[config.mk]
export PLATFORM = sky130hd
export DESIGN_NAME = tick_driven_epoch_clock_core
export DESIGN_NICKNAME = d
export VERILOG_FILES = /design/src/tdec_pkg.sv /design/src/tdec_cfg.sv /design/src/tdec_state.sv /design/src/tdec_tod.sv /design/src/tick_driven_epoch_clock_core.sv
export VERILOG_INCLUDE_DIRS = /design/src /design/src/src
export SDC_FILE = /design/constraint.sdc
export NUM_CORES = 2
export LEC_CHECK = 0
export BUFFER_PORTS_ARGS = -buffer_cell sky130_fd_sc_hd__buf_2
export CORE_UTILIZATION = 60
export CTS_CLUSTER_DIAMETER = 100
export DETAILED_ROUTE_END_ITERATION = 10
export PLACE_DENSITY_LB_ADDON = 0.2
export RECOVER_POWER = 50
export SKIP_CTS_REPAIR_TIMING = 1
export SLEW_MARGIN = 0
export SYNTH_ARGS = -nofsm -noshare
export SYNTH_HDL_FRONTEND = slang
export SYNTH_SLANG_ARGS = --single-unit
[constraint.sdc]
create_clock -name clk -period 9.2 [get_ports clk]
set_clock_uncertainty 0.1 [all_clocks]
set_input_delay 0.92 -clock clk [delete_from_list [all_inputs] [get_ports clk]]
set_output_delay 0.92 -clock clk [all_outputs]
set_load 0.01 [all_outputs]
[src/tick_driven_epoch_clock_core_assert.svh]
// assertion macros for the epoch clock core
`ifndef TICK_DRIVEN_EPOCH_CLOCK_CORE_ASSERT_SVH
`define TICK_DRIVEN_EPOCH_CLOCK_CORE_ASSERT_SVH
`ifndef SYNTHESIS
// same-cycle implication, held off during reset
`define TDEC_ASSERT_IMPLY(label, clk, rst_n, ante, cons) \
    label: assert property (@(posedge clk) disable iff (!rst_n) (ante) |-> (cons)) \
        else $error("tdec: same-cycle check failed");
// next-cycle implication, held off during reset
`define TDEC_ASSERT_NEXT(label, clk, rst_n, ante, cons) \
    label: assert property (@(posedge clk) disable iff (!rst_n) (ante) |=> (cons)) \
        else $error("tdec: next-cycle check failed");
`else
`define TDEC_ASSERT_IMPLY(label, clk, rst_n, ante, cons)
`define TDEC_ASSERT_NEXT(label, clk, rst_n, ante, cons)
`endif
`endif

[src/tdec_pkg.sv]
// types and constants shared by the epoch clock core
`timescale 1ns / 1ps
`default_nettype none

package tdec_pkg;

    // request kinds
    localparam logic [1:0] REQ_TICK = 2'd0;
    localparam logic [1:0] REQ_SET  = 2'd1;
    localparam logic [1:0] REQ_READ = 2'd2;

    // configuration register indexes
    localparam int unsigned CFG_INDEX_W = 2;
    localparam int unsigned CFG_DATA_W  = 32;
    localparam logic [CFG_INDEX_W-1:0] CFG_TICK_PERIOD   = 2'd0;
    localparam logic [CFG_INDEX_W-1:0] CFG_SYNC_ENABLE   = 2'd1;
    localparam logic [CFG_INDEX_W-1:0] CFG_SYNC_INTERVAL = 2'd2;

    // register reset values
    localparam logic [9:0]  TICK_PERIOD_RESET   = 10'd1;
    localparam logic [16:0] SYNC_INTERVAL_RESET = 17'd43200;

    // time constants
    localparam logic [9:0]  MAX_TICK_PERIOD = 10'd1000;
    localparam logic [10:0] MS_PER_SECOND   = 11'd1000;

    // reciprocal multipliers: x/60 = ((x>>2) * m) >> s, exact over the input range
    localparam logic [30:0] DIV60_MULT    = 31'd1145324613; // 30-bit input, shift 34
    localparam logic [25:0] DIV60_M_MULT  = 26'd35791395;   // 25-bit input, shift 29
    // x/24 = ((x>>3) * m) >> 20, exact for an 18-bit input
    localparam logic [18:0] DIV24_MULT    = 19'd349526;

    typedef struct packed {
        logic [1:0]         req_type;
        logic [31:0]        set_value;
        logic signed [15:0] minute_offset;
    } req_t;

    typedef struct packed {
        logic [31:0] stamp;
        logic [31:0] uptime_out;
        logic [31:0] millis_out;
        logic [4:0]  hour_of_day;
        logic [5:0]  minute_of_hour;
        logic [5:0]  second_of_minute;
        logic        sync_request;
    } res_t;

    typedef struct packed {
        logic [9:0]  tick_period_ms;
        logic        sync_enabled;
        logic [16:0] sync_interval_s;
    } cfg_t;

    // clock state right after one request's update
    typedef struct packed {
        logic [31:0]        epoch;
        logic [31:0]        uptime;
        logic [31:0]        millis;
        logic signed [15:0] minute_offset;
        logic               pulse;
    } snap_t;

endpackage

`default_nettype wire

[src/tdec_cfg.sv]
// configuration registers of the epoch clock core
`timescale 1ns / 1ps
`default_nettype none

module tdec_cfg (
    input  wire logic                                clk,
    input  wire logic                                rst_n,
    input  wire logic                                cfg_valid,
    output logic                                     cfg_ready,
    input  wire logic [tdec_pkg::CFG_INDEX_W-1:0]    cfg_index,
    input  wire logic [tdec_pkg::CFG_DATA_W-1:0]     cfg_data,
    output tdec_pkg::cfg_t                           cfg
);

    tdec_pkg::cfg_t cfg_reg;
    tdec_pkg::cfg_t cfg_next;

    assign cfg_ready = 1'b1;
    assign cfg       = cfg_reg;

    always_comb
    begin
        cfg_next = cfg_reg;
        if (cfg_valid)
        begin
            case (cfg_index)
                tdec_pkg::CFG_TICK_PERIOD:   cfg_next.tick_period_ms  = cfg_data[9:0];
                tdec_pkg::CFG_SYNC_ENABLE:   cfg_next.sync_enabled    = cfg_data[0];
                tdec_pkg::CFG_SYNC_INTERVAL: cfg_next.sync_interval_s = cfg_data[16:0];
                default:                     cfg_next = cfg_reg;
            endcase
        end
    end

    always_ff @(posedge clk or negedge rst_n)
    begin
        if (!rst_n)
        begin
            cfg_reg.tick_period_ms  <= tdec_pkg::TICK_PERIOD_RESET;
            cfg_reg.sync_enabled    <= 1'b0;
            cfg_reg.sync_interval_s <= tdec_pkg::SYNC_INTERVAL_RESET;
        end
        else
        begin
            cfg_reg <= cfg_next;
        end
    end

endmodule

`default_nettype wire

[src/tdec_state.sv]
// clock counters and their per-request update
`timescale 1ns / 1ps
`default_nettype none

module tdec_state (
    input  wire logic           clk,
    input  wire logic           rst_n,
    input  wire logic           accept,
    input  wire tdec_pkg::req_t req,
    input  wire tdec_pkg::cfg_t cfg,
    output tdec_pkg::snap_t     snap
);

    logic [31:0] epoch_reg,  epoch_next;
    logic [31:0] uptime_reg, uptime_next;
    logic [31:0] millis_reg, millis_next;
    logic [10:0] subsec_reg, subsec_next;
    logic [16:0] sync_reg,   sync_next;

    logic [9:0]  period;
    logic [10:0] subsec_sum;
    logic [16:0] sync_inc;
    logic        pulse;

    always_comb
    begin
        period      = (cfg.tick_period_ms > tdec_pkg::MAX_TICK_PERIOD) ?
                      tdec_pkg::MAX_TICK_PERIOD : cfg.tick_period_ms;
        subsec_sum  = subsec_reg + {1'b0, period};
        sync_inc    = sync_reg + 17'd1;
        epoch_next  = epoch_reg;
        uptime_next = uptime_reg;
        millis_next = millis_reg;
        subsec_next = subsec_reg;
        sync_next   = sync_reg;
        pulse       = 1'b0;
        case (req.req_type)
            tdec_pkg::REQ_TICK:
            begin
                millis_next = millis_reg + {22'd0, period};
                subsec_next = subsec_sum;
                if (subsec_sum >= tdec_pkg::MS_PER_SECOND)
                begin
                    subsec_next = subsec_sum - tdec_pkg::MS_PER_SECOND;
                    epoch_next  = epoch_reg + 32'd1;
                    uptime_next = uptime_reg + 32'd1;
                    sync_next   = sync_inc;
                    if (sync_inc >= cfg.sync_interval_s)
                    begin
                        pulse     = cfg.sync_enabled;
                        sync_next = 17'd0;
                    end
                end
            end
            tdec_pkg::REQ_SET:
            begin
                epoch_next = req.set_value;
            end
            default:
            begin
                // read only, the unused code reads as well
                epoch_next = epoch_reg;
            end
        endcase
    end

    assign snap.epoch         = epoch_next;
    assign snap.uptime        = uptime_next;
    assign snap.millis        = millis_next;
    assign snap.minute_offset = req.minute_offset;
    assign snap.pulse         = pulse;

    always_ff @(posedge clk or negedge rst_n)
    begin
        if (!rst_n)
        begin
            epoch_reg  <= 32'd0;
            uptime_reg <= 32'd0;
            millis_reg <= 32'd0;
            subsec_reg <= 11'd0;
            sync_reg   <= 17'd0;
        end
        else if (accept)
        begin
            epoch_reg  <= epoch_next;
            uptime_reg <= uptime_next;
            millis_reg <= millis_next;
            subsec_reg <= subsec_next;
            sync_reg   <= sync_next;
        end
    end

endmodule

`default_nettype wire

[src/tdec_tod.sv]
// time-of-day split and offset stamp, five-stage pipeline with result register
`timescale 1ns / 1ps
`default_nettype none

module tdec_tod (
    input  wire logic            clk,
    input  wire logic            rst_n,
    input  wire logic            snap_valid,
    output logic                 snap_stall,
    input  wire tdec_pkg::snap_t snap,
    output logic                 res_valid,
    input  wire logic            res_stall,
    output tdec_pkg::res_t       res_data
);

    typedef struct packed {
        logic [31:0] epoch;
        logic [26:0] q_min;
        logic [31:0] stamp;
        logic [31:0] uptime;
        logic [31:0] millis;
        logic        pulse;
    } s2_t;

    typedef struct packed {
        logic [26:0] q_min;
        logic [20:0] q_hour;
        logic [5:0]  sec;
        logic [31:0] stamp;
        logic [31:0] uptime;
        logic [31:0] millis;
        logic        pulse;
    } s3_t;

    typedef struct packed {
        logic [20:0] q_hour;
        logic [15:0] q_day;
        logic [5:0]  min;
        logic [5:0]  sec;
        logic [31:0] stamp;
        logic [31:0] uptime;
        logic [31:0] millis;
        logic        pulse;
    } s4_t;

    // stage valids, index 0 is stage one, index 4 the result register
    logic [4:0] vld_reg, vld_next;
    logic [4:0] adv;

    tdec_pkg::snap_t s1_reg;
    s2_t             s2_reg, s2_next;
    s3_t             s3_reg, s3_next;
    s4_t             s4_reg, s4_next;
    tdec_pkg::res_t  s5_reg, s5_next;

    logic [31:0] off_ext;
    logic [31:0] off_x60;
    logic [60:0] prod_min;
    logic [32:0] q_min_x60;
    logic [32:0] sec_rem;
    logic [50:0] prod_hour;
    logic [26:0] q_hour_x60;
    logic [26:0] min_rem;
    logic [36:0] prod_day;
    logic [20:0] q_day_x24;
    logic [20:0] hour_rem;

    // a stage moves when it is empty or the one after it moves
    always_comb
    begin
        adv[4] = !vld_reg[4] || !res_stall;
        for (int i = 3; i >= 0; i--)
        begin
            adv[i] = !vld_reg[i] || adv[i+1];
        end
        vld_next[0] = adv[0] ? snap_valid : vld_reg[0];
        for (int i = 1; i < 5; i++)
        begin
            vld_next[i] = adv[i] ? vld_reg[i-1] : vld_reg[i];
        end
    end

    assign snap_stall = !adv[0];
    assign res_valid  = vld_reg[4];
    assign res_data   = s5_reg;

    // stage two: offset stamp and minutes quotient
    always_comb
    begin
        off_ext          = {{16{s1_reg.minute_offset[15]}}, s1_reg.minute_offset};
        off_x60          = (off_ext << 6) - (off_ext << 2);
        prod_min         = 61'(s1_reg.epoch[31:2]) * 61'(tdec_pkg::DIV60_MULT);
        s2_next.epoch    = s1_reg.epoch;
        s2_next.q_min    = prod_min[60:34];
        s2_next.stamp    = s1_reg.epoch + off_x60;
        s2_next.uptime   = s1_reg.uptime;
        s2_next.millis   = s1_reg.millis;
        s2_next.pulse    = s1_reg.pulse;
    end

    // stage three: seconds remainder and hours quotient
    always_comb
    begin
        q_min_x60        = {s2_reg.q_min, 6'd0} - {4'd0, s2_reg.q_min, 2'd0};
        sec_rem          = {1'b0, s2_reg.epoch} - q_min_x60;
        prod_hour        = 51'(s2_reg.q_min[26:2]) * 51'(tdec_pkg::DIV60_M_MULT);
        s3_next.q_min    = s2_reg.q_min;
        s3_next.q_hour   = prod_hour[49:29];
        s3_next.sec      = sec_rem[5:0];
        s3_next.stamp    = s2_reg.stamp;
        s3_next.uptime   = s2_reg.uptime;
        s3_next.millis   = s2_reg.millis;
        s3_next.pulse    = s2_reg.pulse;
    end

    // stage four: minutes remainder and days quotient
    always_comb
    begin
        q_hour_x60       = {s3_reg.q_hour, 6'd0} - {4'd0, s3_reg.q_hour, 2'd0};
        min_rem          = s3_reg.q_min - q_hour_x60;
        prod_day         = 37'(s3_reg.q_hour[20:3]) * 37'(tdec_pkg::DIV24_MULT);
        s4_next.q_hour   = s3_reg.q_hour;
        s4_next.q_day    = prod_day[35:20];
        s4_next.min      = min_rem[5:0];
        s4_next.sec      = s3_reg.sec;
        s4_next.stamp    = s3_reg.stamp;
        s4_next.uptime   = s3_reg.uptime;
        s4_next.millis   = s3_reg.millis;
        s4_next.pulse    = s3_reg.pulse;
    end

    // stage five: hour of day into the result register
    always_comb
    begin
        q_day_x24                = {1'b0, s4_reg.q_day, 4'd0} + {2'd0, s4_reg.q_day, 3'd0};
        hour_rem                 = s4_reg.q_hour - q_day_x24;
        s5_next.stamp            = s4_reg.stamp;
        s5_next.uptime_out       = s4_reg.uptime;
        s5_next.millis_out       = s4_reg.millis;
        s5_next.hour_of_day      = hour_rem[4:0];
        s5_next.minute_of_hour   = s4_reg.min;
        s5_next.second_of_minute = s4_reg.sec;
        s5_next.sync_request     = s4_reg.pulse;
    end

    always_ff @(posedge clk or negedge rst_n)
    begin
        if (!rst_n)
        begin
            vld_reg <= 5'd0;
        end
        else
        begin
            vld_reg <= vld_next;
        end
    end

    always_ff @(posedge clk)
    begin
        if (adv[0])
        begin
            s1_reg <= snap;
        end
        if (adv[1])
        begin
            s2_reg <= s2_next;
        end
        if (adv[2])
        begin
            s3_reg <= s3_next;
        end
        if (adv[3])
        begin
            s4_reg <= s4_next;
        end
        if (adv[4])
        begin
            s5_reg <= s5_next;
        end
    end

endmodule

`default_nettype wire

[src/tick_driven_epoch_clock_core.sv]
// throughput: one request per cycle while req_stall is low;
// the five-stage time-of-day pipeline sets the latency
// req_stall rises only when all five stages hold requests and the result is stalled
// reset clears the counters and pipeline valids, tick period to 1 ms, sync off,
// sync interval 43200 s
`timescale 1ns / 1ps
`default_nettype none

`include "tick_driven_epoch_clock_core_assert.svh"

module tick_driven_epoch_clock_core (
    input  wire logic                                clk,
    input  wire logic                                rst_n,
    // request channel
    input  wire logic                                req_valid,
    output logic                                     req_stall,
    input  wire tdec_pkg::req_t                      req_data,
    // result channel
    output logic                                     res_valid,
    input  wire logic                                res_stall,
    output tdec_pkg::res_t                           res_data,
    // configuration write channel
    input  wire logic                                cfg_valid,
    output logic                                     cfg_ready,
    input  wire logic [tdec_pkg::CFG_INDEX_W-1:0]    cfg_index,
    input  wire logic [tdec_pkg::CFG_DATA_W-1:0]     cfg_data
);

    tdec_pkg::cfg_t  cfg;
    tdec_pkg::snap_t snap;
    logic            req_accept;

    // the counters step exactly once per accepted request
    assign req_accept = req_valid && !req_stall;

    // tick period, sync enable and sync interval
    tdec_cfg u_cfg (
        .clk       (clk),
        .rst_n     (rst_n),
        .cfg_valid (cfg_valid),
        .cfg_ready (cfg_ready),
        .cfg_index (cfg_index),
        .cfg_data  (cfg_data),
        .cfg       (cfg)
    );

    // epoch, uptime, millisecond and sync counters; snap is the post-update view
    tdec_state u_state (
        .clk    (clk),
        .rst_n  (rst_n),
        .accept (req_accept),
        .req    (req_data),
        .cfg    (cfg),
        .snap   (snap)
    );

    // offset stamp and hour/minute/second split by reciprocal multiplies
    tdec_tod u_tod (
        .clk        (clk),
        .rst_n      (rst_n),
        .snap_valid (req_accept),
        .snap_stall (req_stall),
        .snap       (snap),
        .res_valid  (res_valid),
        .res_stall  (res_stall),
        .res_data   (res_data)
    );

    // time-of-day fields stay in range
    `TDEC_ASSERT_IMPLY(a_tod_range, clk, rst_n, res_valid,
        (res_data.hour_of_day < 5'd24) && (res_data.minute_of_hour < 6'd60) &&
        (res_data.second_of_minute < 6'd60))
    // the request side only stalls behind a full, stalled pipeline
    `TDEC_ASSERT_IMPLY(a_stall_full, clk, rst_n, req_stall, res_valid && res_stall)
    // a full pipeline keeps its result on the next cycle
    `TDEC_ASSERT_NEXT(a_stall_hold, clk, rst_n, req_stall, res_valid)

endmodule

`default_nettype wire

==> out/qor.yml <==
global_routing:
  grt_pass1_vias: 29570
  grt_usage_pct: 23.89
  overflow: 0
  grt_max_degree: 79
  antenna_found_initial: 3
  grt_pass1_wl_mm: 153.5
synth:
  synth_edf_count: 595
  yosysUniqueCellTypes: 80
  synthCells: 3958
  synth-seq-cells: 752
  ys_seq_area_share_pct: 45.13
  synth_fa_ha_area_share_pct: 29.26
  ys.flop_type: "edfxtp_1"
  synth_top_family_by_area: "adder cells"
  synth.area.mux_share_pct: 1.367
  yosysTopAreaCell: "edfxtp_1"
  synth-simple-area-share_pct: 7.056
  netlist_area_um2: 48320
  syn_nets: 5006
  syn_avg_cell_area_um2: 12.21
  synth_compound_area_share_pct: 6.979
  synthTopCellsByArea: "edfxtp_1 (37%), ha_1 (17%), fa_1 (12%), dfrtp_1 (7.8%), inv_1 (5.0%)"
  synth_xor_area_share_pct: 4.495
  ys.warnings.count: 0
  synth-async-reset-ratio_pct: 20.88
  synth_top_area_share_pct: 36.98
cells_and_area:
  drive_gt1_share_pct: 7.433
  layout_commonest_cell: "ha_1"
  num-fill-cells: 6074
  register_area_um2: 21800
  nets: 5224
  final_cell_mix: "ha_1 (674), inv_1 (644), edfxtp_1 (595), fa_1 (285), nand2_1 (206)"
  area_delta_synth_final_pct: 9.514
  multiInputGateArea_um2: 23780
  diodes: 0
critical_path:
  cp_slowest_cell: "a2111oi_0"
  crit_fanout: 7
  crit_path_start_kind: "flop"
  cp.required_ps: 9460
  arrival_ps: 8150
  max_stage_delay_ps: 720
  worstSetupEndpointType: "flop"
  crit_path_frequent_cell: "fa_1"
  critPathKind: "flop to flop"
routing:
  vias_per_cell: 5.530
  ant_nets: 0
  vias: 29250
  drcViolationCount: 0
  first_pass_iters: 6
  drt_iter0_markers: 1783
  wl_mm: 95.01
  routedWlPerCell_um: 17.97
placement:
  io_buffers: 189
  detailed_place_hpwl_mm: 71.24
  gp_congestion: 0.9081
cts:
  root_buffer: "clkbuf_16"
  worstSkewPairLatency_ps: 630
  cts.clk_slew.worst_paths_ps: 60
  cts_max_path_buffers: 3
  cts_tree: "done"
  cts_sinks: 752
  htree_levels: 3
  cts_made_buffers: 77
run:
  cap_viol_max_count: 6
outcome:
  outcome: "finished with violations"
  violations: "capacitance limit, slew limit"
die:
  dieArea_um2: 81670
  die_h_um: 285.8
  ioPinCount: 206
  core-area_um2: 79390
  die-width_um: 285.8
  num_rows: 103
  start_util_pct: 60.86
worst_hold_path:
  min_path_type: "flop to flop"
sta:
  holdWs_ps: 302.4
  rsz0062_at_grt: "no"
  tightestPinTransition_ps: 3770
  slew_headroom_pct: -151.3
  slew_viol_final: 315
  min_period_over_period_pct: 85.73
  clock.fmax_mhz: 126.8
  fin_setup_tns_ps: 0
  min_period_ps: 7887
  hold_viol: 0
  finalSetupViolCount: 0
==> worst max-delay path: cells and delay by family, from the launching register on <==
| family | cells | cell delay (ps) |
|---|---|---|
| AOI/OAI and AO/OA | 8 | 2610 |
| xor gates and xnor gates | 1 | 150 |
| adders and majority gates | 9 | 3330 |
| buffers and inverters | 4 | 290 |
| DFF | 1 | 600 |
| and+or+nand+nor | 3 | 530 |
==> layout make-up <==
class	instances	area share, %
Clock inverter	42	0.9553
Inverter	646	4.585
Multi-Input combinational cell	2478	44.94
Clock buffer	99	3.816
Tap cell	1050	2.483
Sequential cell	752	41.20
Timing Repair Buffer	221	2.019
==> Yosys cell counts (12+ instances only) <==
cell      count
ha_1        674
inv_1       645
edfxtp_1    595
fa_1        285
nand2_1     206
xnor2_1     156
dfrtp_1     151
nor2_1      148
a21oi_1     120
xor2_1       92
o21ai_0      88
nand3_1      80
clkbuf_1     71
nor3_1       64
a21o_1       59
a22oi_1      51
nand4_1      43
and3_1       38
nor2b_1      35
nand2b_1     33
mux2_2       32
mux2i_1      30
o21bai_1     23
a211oi_1     17
o21a_1       16
a31oi_1      15
a22o_1       12
==> metrics by stage <==
stage / area, um2 / instances / utilization [%] / setup WS (ps)
2_1_floorplan: 48320 / 3958 / - / 2132
3_3_place_gp: 50530 / 5147 / 63.65 / 1487
3_5_place_dp: 50530 / 5147 / 63.65 / 1408
4_1_cts: 53050 / 5288 / 66.83 / 1341
5_1_grt: 52910 / 5288 / 66.65 / 879.7
6_report: 52910 / 5288 / 66.65 / 1313
==> final timing paths <==
kind	from	endpoint	slack [ps]	cells past startpoint
worst max-delay path	u_tod.s1_reg[101]	u_tod.s2_reg[122]	1310	25
worst min-delay path	u_tod.s4_reg[102]	u_tod.res_data[6]	300	0
worst max register to register	u_tod.s1_reg[101]	u_tod.s2_reg[122]	1310	25
worst min register to register	u_tod.s4_reg[102]	u_tod.res_data[6]	300	0
max in group asynchronous	rst_n	u_state.epoch_reg[12]	3500	3
min in group asynchronous	rst_n	u_state.uptime_reg[9]	810	1
==> cells by family after synthesis <==
| kind of cell | count (synthesis) |
|---|---|
| fa+ha+maj | 959 |
| simple gates | 707 |
| other cells | 1 |
| compound gates | 501 |
| xor+xnor | 248 |
| flops | 752 |
| mux | 62 |
| buf+inv | 728 |
==> layer usage <==
layer	share of wire [%]	up-vias	track usage, %
li1	-	14160	-
met2	46	714	38.26
met3	5.8	167	3.724
met5	0.017	-	0
met1	45	14210	33.42
met4	3.2	2	8.182
Power is not shown: default switching activity piles up to over one toggle a cycle in this logic, so the estimate is an artifact.
